`config.mk`:
```
export PLATFORM = sky130hd
export DESIGN_NAME = lru_frame_replacer_unit
export DESIGN_NICKNAME = d
export VERILOG_FILES = /design/src/sv/lfr_pkg.sv /design/src/sv/lfr_ram.sv /design/src/sv/lfr_list.sv /design/src/sv/lru_frame_replacer_unit.sv
export SDC_FILE = /design/constraint.sdc
export NUM_CORES = 1
export LEC_CHECK = 0
export ABC_AREA = 1
export BUFFER_PORTS_ARGS = -buffer_cell sky130_fd_sc_hd__buf_2
export CAP_MARGIN = 20
export CORE_ASPECT_RATIO = 0.7
export CORE_MARGIN = 1.5
export CORE_UTILIZATION = 50
export DETAILED_ROUTE_END_ITERATION = 8
export GPL_ROUTABILITY_DRIVEN = 0
export PLACE_DENSITY = 0.65
export SLEW_MARGIN = 20
export SYNTH_ARGS = -nofsm -noshare
export SYNTH_HDL_FRONTEND = slang
export SYNTH_SLANG_ARGS = --single-unit
```
`constraint.sdc`:
```
create_clock -name clk -period 4.35 [get_ports clk]
set_input_delay 0.87 -clock clk [delete_from_list [all_inputs] [get_ports clk]]
set_output_delay 0.87 -clock clk [all_outputs]
set_load 0.01 [all_outputs]
```
`src/sv/lfr_pkg.sv`:
```
// ----------------------------------------------------------------------------
// lfr_pkg: shared types and constants of the LRU frame replacer
// Field widths, operation codes and the item and result structures.
// ----------------------------------------------------------------------------
`default_nettype none

package lfr_pkg;

	localparam int unsigned FRAME_W        = 6;
	localparam int unsigned FRAME_SPAN     = 2 ** FRAME_W;
	localparam int unsigned MODE_W         = 2;
	localparam int unsigned COUNT_W        = 7;
	localparam int unsigned NUM_FRAMES_DEF = 64;
	localparam int unsigned S_TDATA_W      = 8;
	localparam int unsigned M_TDATA_W      = 16;

	// operation codes carried in the item's mode field; the fourth code is a no-op
	localparam logic [MODE_W-1:0] MODE_EVICT = 2'd0;
	localparam logic [MODE_W-1:0] MODE_PIN   = 2'd1;
	localparam logic [MODE_W-1:0] MODE_UNPIN = 2'd2;

	typedef struct packed {
		logic [MODE_W-1:0]  mode;
		logic [FRAME_W-1:0] frame;
	} op_t;

	typedef struct packed {
		logic               found;
		logic [FRAME_W-1:0] victim;
		logic [COUNT_W-1:0] count;
	} res_t;

endpackage

`default_nettype wire

```
`src/sv/lfr_ram.sv`:
```
// ----------------------------------------------------------------------------
// lfr_ram: generic single write, single read RAM
// One write port, one read port with registered read data (old data on
// a read and write to the same address in the same cycle).
// ----------------------------------------------------------------------------
`default_nettype none

module lfr_ram #(
	parameter int unsigned WIDTH = 8,
	parameter int unsigned DEPTH = 64
) (
	input  wire logic                     clk,
	input  wire logic                     we,
	input  wire logic [$clog2(DEPTH)-1:0] waddr,
	input  wire logic [WIDTH-1:0]         wdata,
	input  wire logic                     re,
	input  wire logic [$clog2(DEPTH)-1:0] raddr,
	output logic      [WIDTH-1:0]         rdata
);

	logic [WIDTH-1:0] mem_q [DEPTH];

	always_ff @(posedge clk) begin
		if (we) begin
			mem_q[waddr] <= wdata;
		end
		if (re) begin
			rdata <= mem_q[raddr];
		end
	end

endmodule

`default_nettype wire

```
`src/sv/lfr_list.sv`:
```
// ----------------------------------------------------------------------------
// lfr_list: doubly linked age list of evictable frames
// Membership flags, end pointers and count in flops; next and prev links in
// RAMs read at lookup time, with forwarding of the update in flight.
// ----------------------------------------------------------------------------
`default_nettype none

module lfr_list
	import lfr_pkg::*;
#(
	parameter int unsigned NUM_FRAMES = NUM_FRAMES_DEF
) (
	input  wire logic clk,
	input  wire logic arst_n,
	input  wire logic lookup_en,
	input  wire op_t  lookup_op,
	input  wire logic exec_en,
	input  wire op_t  exec_op,
	output res_t      exec_res
);

	// frame ids are FRAME_W bits wide, so no more than FRAME_SPAN frames are reachable
	localparam int unsigned NUM_SLOTS = (NUM_FRAMES < FRAME_SPAN) ? NUM_FRAMES : FRAME_SPAN;
	localparam int unsigned IDX_W     = $clog2(NUM_SLOTS);
	localparam int unsigned CNT_W     = $clog2(NUM_SLOTS + 1);

	typedef logic [IDX_W-1:0] idx_t;

	logic [NUM_SLOTS-1:0] member_q, member_d;
	idx_t                 oldest_q, oldest_d;
	idx_t                 newest_q, newest_d;
	logic [CNT_W-1:0]     count_q, count_d;

	logic next_we, prev_we;
	idx_t next_waddr, next_wdata, prev_waddr, prev_wdata;
	idx_t next_raddr, prev_raddr, next_rd, prev_rd;
	logic next_fwd_s1, prev_fwd_s1;
	idx_t next_fwd_data_s1, prev_fwd_data_s1;
	idx_t next_link, prev_link;

	logic in_range, do_drop, do_add;
	idx_t f_idx, drop_idx;

	// evict reads the successor of the oldest frame as it stands once the
	// item now executing has committed
	assign next_raddr = (lookup_op.mode == MODE_EVICT) ? oldest_d : idx_t'(lookup_op.frame);
	assign prev_raddr = idx_t'(lookup_op.frame);

	lfr_ram #(
		.WIDTH (IDX_W),
		.DEPTH (NUM_SLOTS)
	) u_next_ram (
		.clk   (clk),
		.we    (next_we),
		.waddr (next_waddr),
		.wdata (next_wdata),
		.re    (lookup_en),
		.raddr (next_raddr),
		.rdata (next_rd)
	);

	lfr_ram #(
		.WIDTH (IDX_W),
		.DEPTH (NUM_SLOTS)
	) u_prev_ram (
		.clk   (clk),
		.we    (prev_we),
		.waddr (prev_waddr),
		.wdata (prev_wdata),
		.re    (lookup_en),
		.raddr (prev_raddr),
		.rdata (prev_rd)
	);

	// capture a link write that lands in the same cycle as the lookup
	always_ff @(posedge clk) begin
		if (lookup_en) begin
			next_fwd_s1      <= next_we && (next_waddr == next_raddr);
			next_fwd_data_s1 <= next_wdata;
			prev_fwd_s1      <= prev_we && (prev_waddr == prev_raddr);
			prev_fwd_data_s1 <= prev_wdata;
		end
	end

	assign next_link = next_fwd_s1 ? next_fwd_data_s1 : next_rd;
	assign prev_link = prev_fwd_s1 ? prev_fwd_data_s1 : prev_rd;

	assign in_range = (FRAME_W + 1)'(exec_op.frame) < (FRAME_W + 1)'(NUM_SLOTS);
	assign f_idx    = idx_t'(exec_op.frame);

	always_comb begin
		do_drop  = 1'b0;
		do_add   = 1'b0;
		drop_idx = f_idx;
		unique case (exec_op.mode)
			MODE_EVICT: begin
				do_drop  = exec_en && (count_q != '0);
				drop_idx = oldest_q;
			end
			MODE_PIN: begin
				do_drop = exec_en && in_range && member_q[f_idx];
			end
			MODE_UNPIN: begin
				do_add = exec_en && in_range && !member_q[f_idx];
			end
			default: begin
			end
		endcase
	end

	always_comb begin
		member_d   = member_q;
		oldest_d   = oldest_q;
		newest_d   = newest_q;
		count_d    = count_q;
		next_we    = 1'b0;
		next_waddr = '0;
		next_wdata = '0;
		prev_we    = 1'b0;
		prev_waddr = '0;
		prev_wdata = '0;
		if (do_drop) begin
			if (count_q <= CNT_W'(1)) begin
				oldest_d = '0;
				newest_d = '0;
			end else if (drop_idx == oldest_q) begin
				oldest_d = next_link;
			end else if (drop_idx == newest_q) begin
				newest_d = prev_link;
			end else begin
				// unlink from the middle
				next_we    = 1'b1;
				next_waddr = prev_link;
				next_wdata = next_link;
				prev_we    = 1'b1;
				prev_waddr = next_link;
				prev_wdata = prev_link;
			end
			member_d[drop_idx] = 1'b0;
			count_d            = count_q - CNT_W'(1);
		end else if (do_add) begin
			if (count_q == '0) begin
				oldest_d = f_idx;
			end else begin
				next_we    = 1'b1;
				next_waddr = newest_q;
				next_wdata = f_idx;
				prev_we    = 1'b1;
				prev_waddr = f_idx;
				prev_wdata = newest_q;
			end
			newest_d        = f_idx;
			member_d[f_idx] = 1'b1;
			count_d         = count_q + CNT_W'(1);
		end
	end

	always_ff @(posedge clk or negedge arst_n) begin
		if (!arst_n) begin
			member_q <= '0;
			oldest_q <= '0;
			newest_q <= '0;
			count_q  <= '0;
		end else begin
			member_q <= member_d;
			oldest_q <= oldest_d;
			newest_q <= newest_d;
			count_q  <= count_d;
		end
	end

	assign exec_res.found  = (exec_op.mode == MODE_EVICT) && (count_q != '0);
	assign exec_res.victim = exec_res.found ? FRAME_W'(oldest_q) : '0;
	assign exec_res.count  = COUNT_W'(count_d);

	a_count_matches_flags: assert property (@(posedge clk) disable iff (!arst_n)
		$countones(member_q) == 32'(count_q))
		else $error("tracked count differs from number of member flags");

	a_empty_ends_zero: assert property (@(posedge clk) disable iff (!arst_n)
		(count_q == '0) |-> (oldest_q == '0) && (newest_q == '0))
		else $error("empty list with nonzero end pointers");

	a_ends_tracked: assert property (@(posedge clk) disable iff (!arst_n)
		(count_q != '0) |-> member_q[oldest_q] && member_q[newest_q])
		else $error("list end points at an untracked frame");

	a_evict_shrinks: assert property (@(posedge clk) disable iff (!arst_n)
		exec_en && (exec_op.mode == MODE_EVICT) && (count_q != '0)
		|=> count_q == $past(count_q) - CNT_W'(1))
		else $error("evict on a nonempty list did not shrink the count");

endmodule

`default_nettype wire

```
`src/sv/lru_frame_replacer_unit.sv`:
```
// ----------------------------------------------------------------------------
// lru_frame_replacer_unit: LRU replacement list of evictable frames
// Stream wrapper around the age-ordered frame list.
// ----------------------------------------------------------------------------
// Usage:
//   Each input transaction on the s_ group is one operation: mode in s_tuser
//   (evict oldest, pin frame, unpin frame, fourth code a no-op) and the frame
//   number in s_tdata. Each operation yields exactly one result transaction
//   on the m_ group: victim_found in m_tuser, victim_frame and tracked_count
//   in m_tdata.
//   An input transaction is registered into the operation stage, which also
//   issues the link RAM lookups; when that stage fires, the list update
//   commits and the result is registered, raising m_tvalid.
//   Throughput is one operation per cycle unless the receiver stalls; the link
//   RAMs are read on accept and forward the link written by the operation in
//   flight, so back-to-back operations on the same frames need no bubble.
//   When the receiver stalls, the result register holds and the operation
//   stage holds behind it; s_tready drops only when both are full.
//   Reset clears the membership flags, list pointers and count at once, so
//   the block accepts transactions right after reset; the link RAMs need no
//   clearing since only tracked frames' links are read.
// ----------------------------------------------------------------------------
`default_nettype none

module lru_frame_replacer_unit
	import lfr_pkg::*;
#(
	parameter int unsigned NUM_FRAMES = NUM_FRAMES_DEF
) (
	input  wire logic                 clk,
	input  wire logic                 arst_n,
	input  wire logic                 s_tvalid,
	output logic                      s_tready,
	input  wire logic [S_TDATA_W-1:0] s_tdata,  // [5:0] frame, [7:6] zero
	input  wire logic [MODE_W-1:0]    s_tuser,  // [1:0] mode
	output logic                      m_tvalid,
	input  wire logic                 m_tready,
	output logic      [M_TDATA_W-1:0] m_tdata,  // [5:0] victim_frame, [12:6] tracked_count,
	                                            // [15:13] zero
	output logic      [0:0]           m_tuser   // [0] victim_found
);

	localparam int unsigned M_PAD_W = M_TDATA_W - FRAME_W - COUNT_W;

	op_t  in_op;
	op_t  op_s1;
	logic valid_s1;
	logic fire_s1;
	logic in_accept;
	res_t res_s1;
	res_t res_q;
	logic out_valid_q;

	assign in_op.mode  = s_tuser;
	assign in_op.frame = s_tdata[FRAME_W-1:0];

	// advance the operation stage whenever the result register is free or being drained
	assign fire_s1   = valid_s1 && (!out_valid_q || m_tready);
	assign s_tready  = !valid_s1 || fire_s1;
	assign in_accept = s_tvalid && s_tready;

	always_ff @(posedge clk or negedge arst_n) begin
		if (!arst_n) begin
			valid_s1    <= 1'b0;
			out_valid_q <= 1'b0;
		end else begin
			if (s_tready) begin
				valid_s1 <= s_tvalid;
			end
			if (fire_s1) begin
				out_valid_q <= 1'b1;
			end else if (m_tready) begin
				out_valid_q <= 1'b0;
			end
		end
	end

	// hold payload until the next transaction or result
	always_ff @(posedge clk) begin
		if (in_accept) begin
			op_s1 <= in_op;
		end
		if (fire_s1) begin
			res_q <= res_s1;
		end
	end

	lfr_list #(
		.NUM_FRAMES (NUM_FRAMES)
	) u_list (
		.clk       (clk),
		.arst_n    (arst_n),
		.lookup_en (in_accept),
		.lookup_op (in_op),
		.exec_en   (fire_s1),
		.exec_op   (op_s1),
		.exec_res  (res_s1)
	);

	assign m_tvalid = out_valid_q;
	assign m_tdata  = {{M_PAD_W{1'b0}}, res_q.count, res_q.victim};
	assign m_tuser  = res_q.found;

endmodule

`default_nettype wire

```
---- Word level (Yosys, flattened, before mapping) ----
Memories as Yosys holds them, arrays and structs flattened. A register that Yosys moved wholly into a read port is not among the register bits.
Index checks and enable logic that the tools add are counted.
storage, ports and cells
  memories ................................ 2
  output and inout bits ................... 19
  flip-flop bits (word level) ............. 121
  word-level logic and storage cells ...... 105
  memory bits (writable) .................. 768
cells by class
  muxes and demuxes ....................... 48
  magnitude comparators ................... 5
  equality and inequality tests ........... 8
  add/subtract/negate cells ............... 2
  bitwise gates (word level) .............. 3
  reductions and logical operators ........ 22
memories
  memory                   depth  bits a word  read ports  clocked after memory_dff  write ports  RTL line       source
  u_list.u_next_ram.mem_q  64     6            1           1                         1            lfr_ram.sv:21  logic [WIDTH-1:0] mem_q [DEPTH];
  u_list.u_prev_ram.mem_q  64     6            1           1                         1            lfr_ram.sv:21
operators with widths
  operator                                                                       count
  6-bit two-way mux                                                              26
  64-bit two-way mux                                                             2
  64-bit AND                                                                     1
  64-bit inverter                                                                1
  64-bit bitwise OR                                                              1
  6-bit equality test                                                            4
  6-bit by 7-bit less-than comparator with 1-bit output (second input constant)  2
  1-bit two-way mux                                                              14
  7-bit two-way mux                                                              2
  1-bit demux with 6-bit select                                                  2
  6-bit by 1-bit >= comparator with 1-bit output (second input constant)         2
  1-bit logical AND                                                              10
  7-bit by 1-bit adder with 7-bit output (second input constant)                 1
  7-bit by 1-bit <= comparator with 1-bit output (second input constant)         1
  7-bit zero test                                                                1
  7-bit nonzero test                                                             1
  7-bit by 1-bit subtractor with 7-bit output (second input constant)            1
  1-bit binary-select mux with 6-bit select                                      1
  3-bit inequality test (second input constant)                                  2
  2-bit zero test                                                                2
  2-bit nonzero test                                                             2
  1-bit zero test                                                                3
  3-bit AND reduction                                                            1
  2-bit by 1-bit equality test with 1-bit output (second input constant)         1
  3 further kinds                                                                4

---- Depth between registers and ports, before layout ----
  depth after elaboration ................. 10
  gate-level depth with buffers ........... 24
  depth with buffers taken out ............ 22

---- Modules after synthesis ----
Synthesis repeated with hierarchy kept, for this count alone.
unflattened totals
  cell total of the unflattened synthesis .. 3673
  area total of the unflattened synthesis .. 39061.2 µm²
modules (own cells, without submodules)
  module                   times used  seq. area each (µm²)  cells each  area each (µm²)
  lfr_ram                  2           11711.2               1376        15990.3
  lfr_list                 1           2497.4                883         6298.5
  lru_frame_replacer_unit  1           710.7                 38          782.0

---- Worst setup path before layout ----
Ideal clock, no wire load.
  path kind ............................... input to register
  start ................................... input m_tready
  end ..................................... memory u_list.u_next_ram.mem_q[63][0] (netlist name) (enable)
  path slack .............................. -0.099 ns
  arrival ................................. 4.095 ns
  required time ........................... 3.996 ns
  setup time .............................. 0.354 ns
  stages on the path ...................... 10
  cell sequence ........................... inv_1 -> nand2_1 -> nand2_1 -> nor3b_1 -> nand3_2 -> clkinv_1 -> nand2_1 -> o22ai_2 -> nand3_1 -> nor2_1
between the ends
  elaborated cells between the ends (all ways) .. 13
  those cells by class .................... 8 x mux; 5 x reduce/logical
RTL lines
  what                      RTL line                       source
  from (decl)               lru_frame_replacer_unit.sv:37  input wire logic m_tready,
  1-bit logical OR *        lru_frame_replacer_unit.sv:58  assign fire_s1 = valid_s1 && (!out_valid_q || m_tready);
  1-bit logical AND *       lru_frame_replacer_unit.sv:58
  1-bit logical AND         lfr_list.sv:104                do_add = exec_en && in_range && !member_q[f_idx];
  1-bit two-way mux         lfr_list.sv:95                 unique case (exec_op.mode)
  6-bit two-way mux         lfr_list.sv:141                end else if (do_add) begin
  6-bit two-way mux *       lfr_list.sv:122                if (do_drop) begin
  via u_list.next_waddr[4]  lfr_list.sv:35                 idx_t next_waddr, next_wdata, prev_waddr, prev_wdata;
  to (decl)                 lfr_ram.sv:21
The timed path passes the listed nets; every way through them passes the cells marked *.

---- Final worst setup path ----
  start ................................... register op_s1[1] (netlist name)
  end ..................................... memory u_list.u_next_ram.mem_q[60][1] (netlist name) (enable)
between the ends
  elaborated cells between the ends (all ways) .. 22
  those cells by class .................... 2 x eq/ne; 17 x mux; 3 x reduce/logical
RTL lines
  what                                       RTL line                          source
  from (decl)                                lru_frame_replacer_unit.sv:46     op_t op_s1;
  from (signal assigned)                     lru_frame_replacer_unit.sv:81     op_s1 <= in_op;
  1-bit binary-select mux with 6-bit select  lfr_list.sv:101, lfr_list.sv:104
  1-bit two-way mux (implied by the code)    lfr_list.sv:101, lfr_list.sv:104
  1-bit zero test                            lfr_list.sv:104
  1-bit logical AND                          lfr_list.sv:104
  1-bit two-way mux                          lfr_list.sv:95
  6-bit two-way mux                          lfr_list.sv:141
  6-bit two-way mux *                        lfr_list.sv:122
  via u_list.next_waddr[4]                   lfr_list.sv:35
The timed path passes the listed nets; every way through them passes the cells marked *. The select of a mux whose other input is x is not followed.

==> results.ini <==
[clock_tree]
clockBufferDepth = 3
cts-root-buf = clkbuf_16
cts_tree = yes
ctsHoldBuffers = 0
cts_inserted_buffers = 87
path_clk_slew_ps = 60
clock_latency_ps = 670
htree_levels = 3
cts.sinks = 901

[worst_setup_path]
reg2reg_depth = 16
cp.depth = 16
crit_chain = nor2_2 -> buf_4 -> nand3_1 -> nand4_1 -> nand2_1 -> nand2_1 -> nor2_4 -> nand3_1 -> nand2_2 -> nor2_4 -> nand2_1 -> nor2_2 -> inv_2 -> o22ai_4 -> nand3_1 -> nor2_1
path_delay_family = simple AND/OR/NAND/NOR gates
path_max_fanout = 8
crit_path_end_kind = flop
required_ps = 4640
start_kind = flop
worstPathArrival_ps = 4490
worst-path-buf-inv = 2
worstSetupPathType = flop to flop
cpMaxStageDelayCell = nor2_1
slowest_delay_ps = 550

[timing]
whs_ps = 300
tns_ps = 0
final.setup_skew_ps = 36.0
max_freq_ghz = 0.238
finalHoldViolCount = 0
finalCritPeriodShare_pct = 96.5
worst_pin_slew_ps = 1140
rsz0062_at_grt = true
maxSlewHeadroom_pct = 23.7
finalSetupViolCount = 0
period_minus_slack_ps = 4200
slew_violations = 0

[layout]
final_cell_mix = edfxtp_1 (816), nand3_1 (472), nand2_1 (469), nor2_1 (390), inv_1 (339)
syn2layout_area_growth_pct = 12.4
num_antenna_cells = 0
finalNetCount = 3711
layout_commonest_cell = edfxtp_1
layout-drive-gt1-share_pct = 10.8

[die]
row_count = 86
ios = 33
dieArea_mm2 = 0.0815
die_x_um = 340
start_util_pct = 50.6
die_h_um = 239
coreArea_mm2 = 0.0788

[power]
p_per_area_mw_per_mm2 = 474
power_leakage_nw = 16.5
worst_ir_drop_vdd_v = 0.000366

[drt]
ant_nets = 0
wl_um = 104000
drt_iter0_markers = 3175
dr.pass1.iters = 5
dr_total_vias = 28000
route.detailed.drc = 0
wl_per_cell_um = 21.5
vias_per_cell = 5.81

[yosys]
synth_top_area_share_pct = 61.5
synth_cell_type_count = 47
syn_area_mm2 = 0.0399
synth_area_leaders = edfxtp_1 (61%), nand3_1 (6.0%), dfrtp_1 (5.3%), nand2_1 (4.5%), o21ai_0 (4.1%)
syn_area_per_cell_um2 = 10.9
synthCells = 3646
yosysSeqAreaShare_pct = 66.8
ys_warn_count = 0
synth-seq-cells = 901
yosys.area.top_type = edfxtp_1

[global_route]
grt_pass1_vias = 25700
grt_start_max_net_pins = 99
antenna_found_initial = 0
grt_pass1_wl_um = 158000
grt-ovfl-total = 0
grt_use_total_pct = 25.4

[min_path]
min_path_type = input port to async pin

[placement]
dp_hpwl_um = 60900
port_buffers = 27

[run_status]
status = finished clean

[flow_run]
cap_violations = 0

[worst paths after layout]
kind	to	from	slack (ps)
hold / removal	u_list.count_q[5]	arst_n	300
hold reg to reg	u_list.member_q[11]	u_list.member_q[11]	510
max in group asynchronous	valid_s1	arst_n	3180
setup reg to reg	u_list.u_next_ram.mem_q[60][1]	op_s1[1]	150
min in group clk	op_s1[7]	s_tuser[1]	420
setup / recovery	u_list.u_next_ram.mem_q[60][1]	op_s1[1]	150
[power breakdown]
part / internal (mW) / leakage (nW) / switching (mW)
Combinational: 0.883 / 6.44 / 2.42
Sequential: 10.0 / 8.68 / 0.173
Clock: 4.40 / 1.39 / 3.33
Total: 15.3 / 16.5 / 5.92
[area by class of cell]
cell class	count	area (um^2)
clock buffer	100	2260
clock inverter	53	608
sequential	901	26600
tap	1056	1320
fill	6569	34000
multi-input combinational	2168	11100
timing repair buffer	182	1550
inverter	354	1340
[metrics by stage]
stage | power, mW | instance area [um^2] | worst slack, ps | utilization (%) | instances
5_1_grt | 22.0 | 44800 | -143 | 56.9 | 4814
6_report | 21.2 | 44800 | 154 | 56.9 | 4814
3_3_place_gp | 13.5 | 41800 | 196 | 53.1 | 4658
3_5_place_dp | 13.6 | 41800 | 215 | 53.1 | 4658
4_1_cts | 21.2 | 44700 | 153 | 56.7 | 4811
2_1_floorplan | 12.3 | 39900 | -99.2 | - | 3648
[synth_stat cells (all sizes together)]
cell and n:
a21boi 1, a21oi 10, a221oi 6, and2 1
buf 94, clkbuf 131, clkinv 1, conb 1
dfrtp 85, edfxtp 816, ha 3, inv 353
mux2 10, mux2i 1, nand2 480, nand3 476
nand3b 144, nand4 7, nor2 433, nor3 19
nor3b 1, o211ai 11, o21ai 344, o221ai 12
o22ai 122, o32ai 5, o41ai 64, or2 5
xnor2 2, xor2 8
[cell families (layout without fill, tap and decap cells)]
family	after synthesis	after routing	share of synthesized area (%)
fa+ha+maj	3	3	0.0942
mux	11	11	0.308
xor+xnor	10	10	0.220
buf+inv	579	689	5.98
other cells	1	3	0.00941
flops	901	901	66.8
compound gates	575	575	8.69
simple gates	1566	1566	17.9
[layer usage]
layer / share of wire [%] / track usage, %
met5: 0 / 0
met4: 1.8 / 5.99
met3: 10 / 5.75
met2: 42 / 35.9
met1: 46 / 39.7
[state kept, by name (all words and copies together), names as in the netlist, 7 cells and up]
signal and flops:
op_s1 8, u_list.u_next_ram.mem_q 384, u_list.member_q 64, m_tdata 13, u_list.count_q 7, u_list.u_prev_ram.mem_q 384
[repair_timing]
action                                 in CTS  in global routing
setup endpoints to repair                   0                318
setup buffers                               0                  2
gates resized for setup                     0                 40
endpoints found under the hold margin       0                  0
Note: power is estimated with default switching activity, not from simulation.
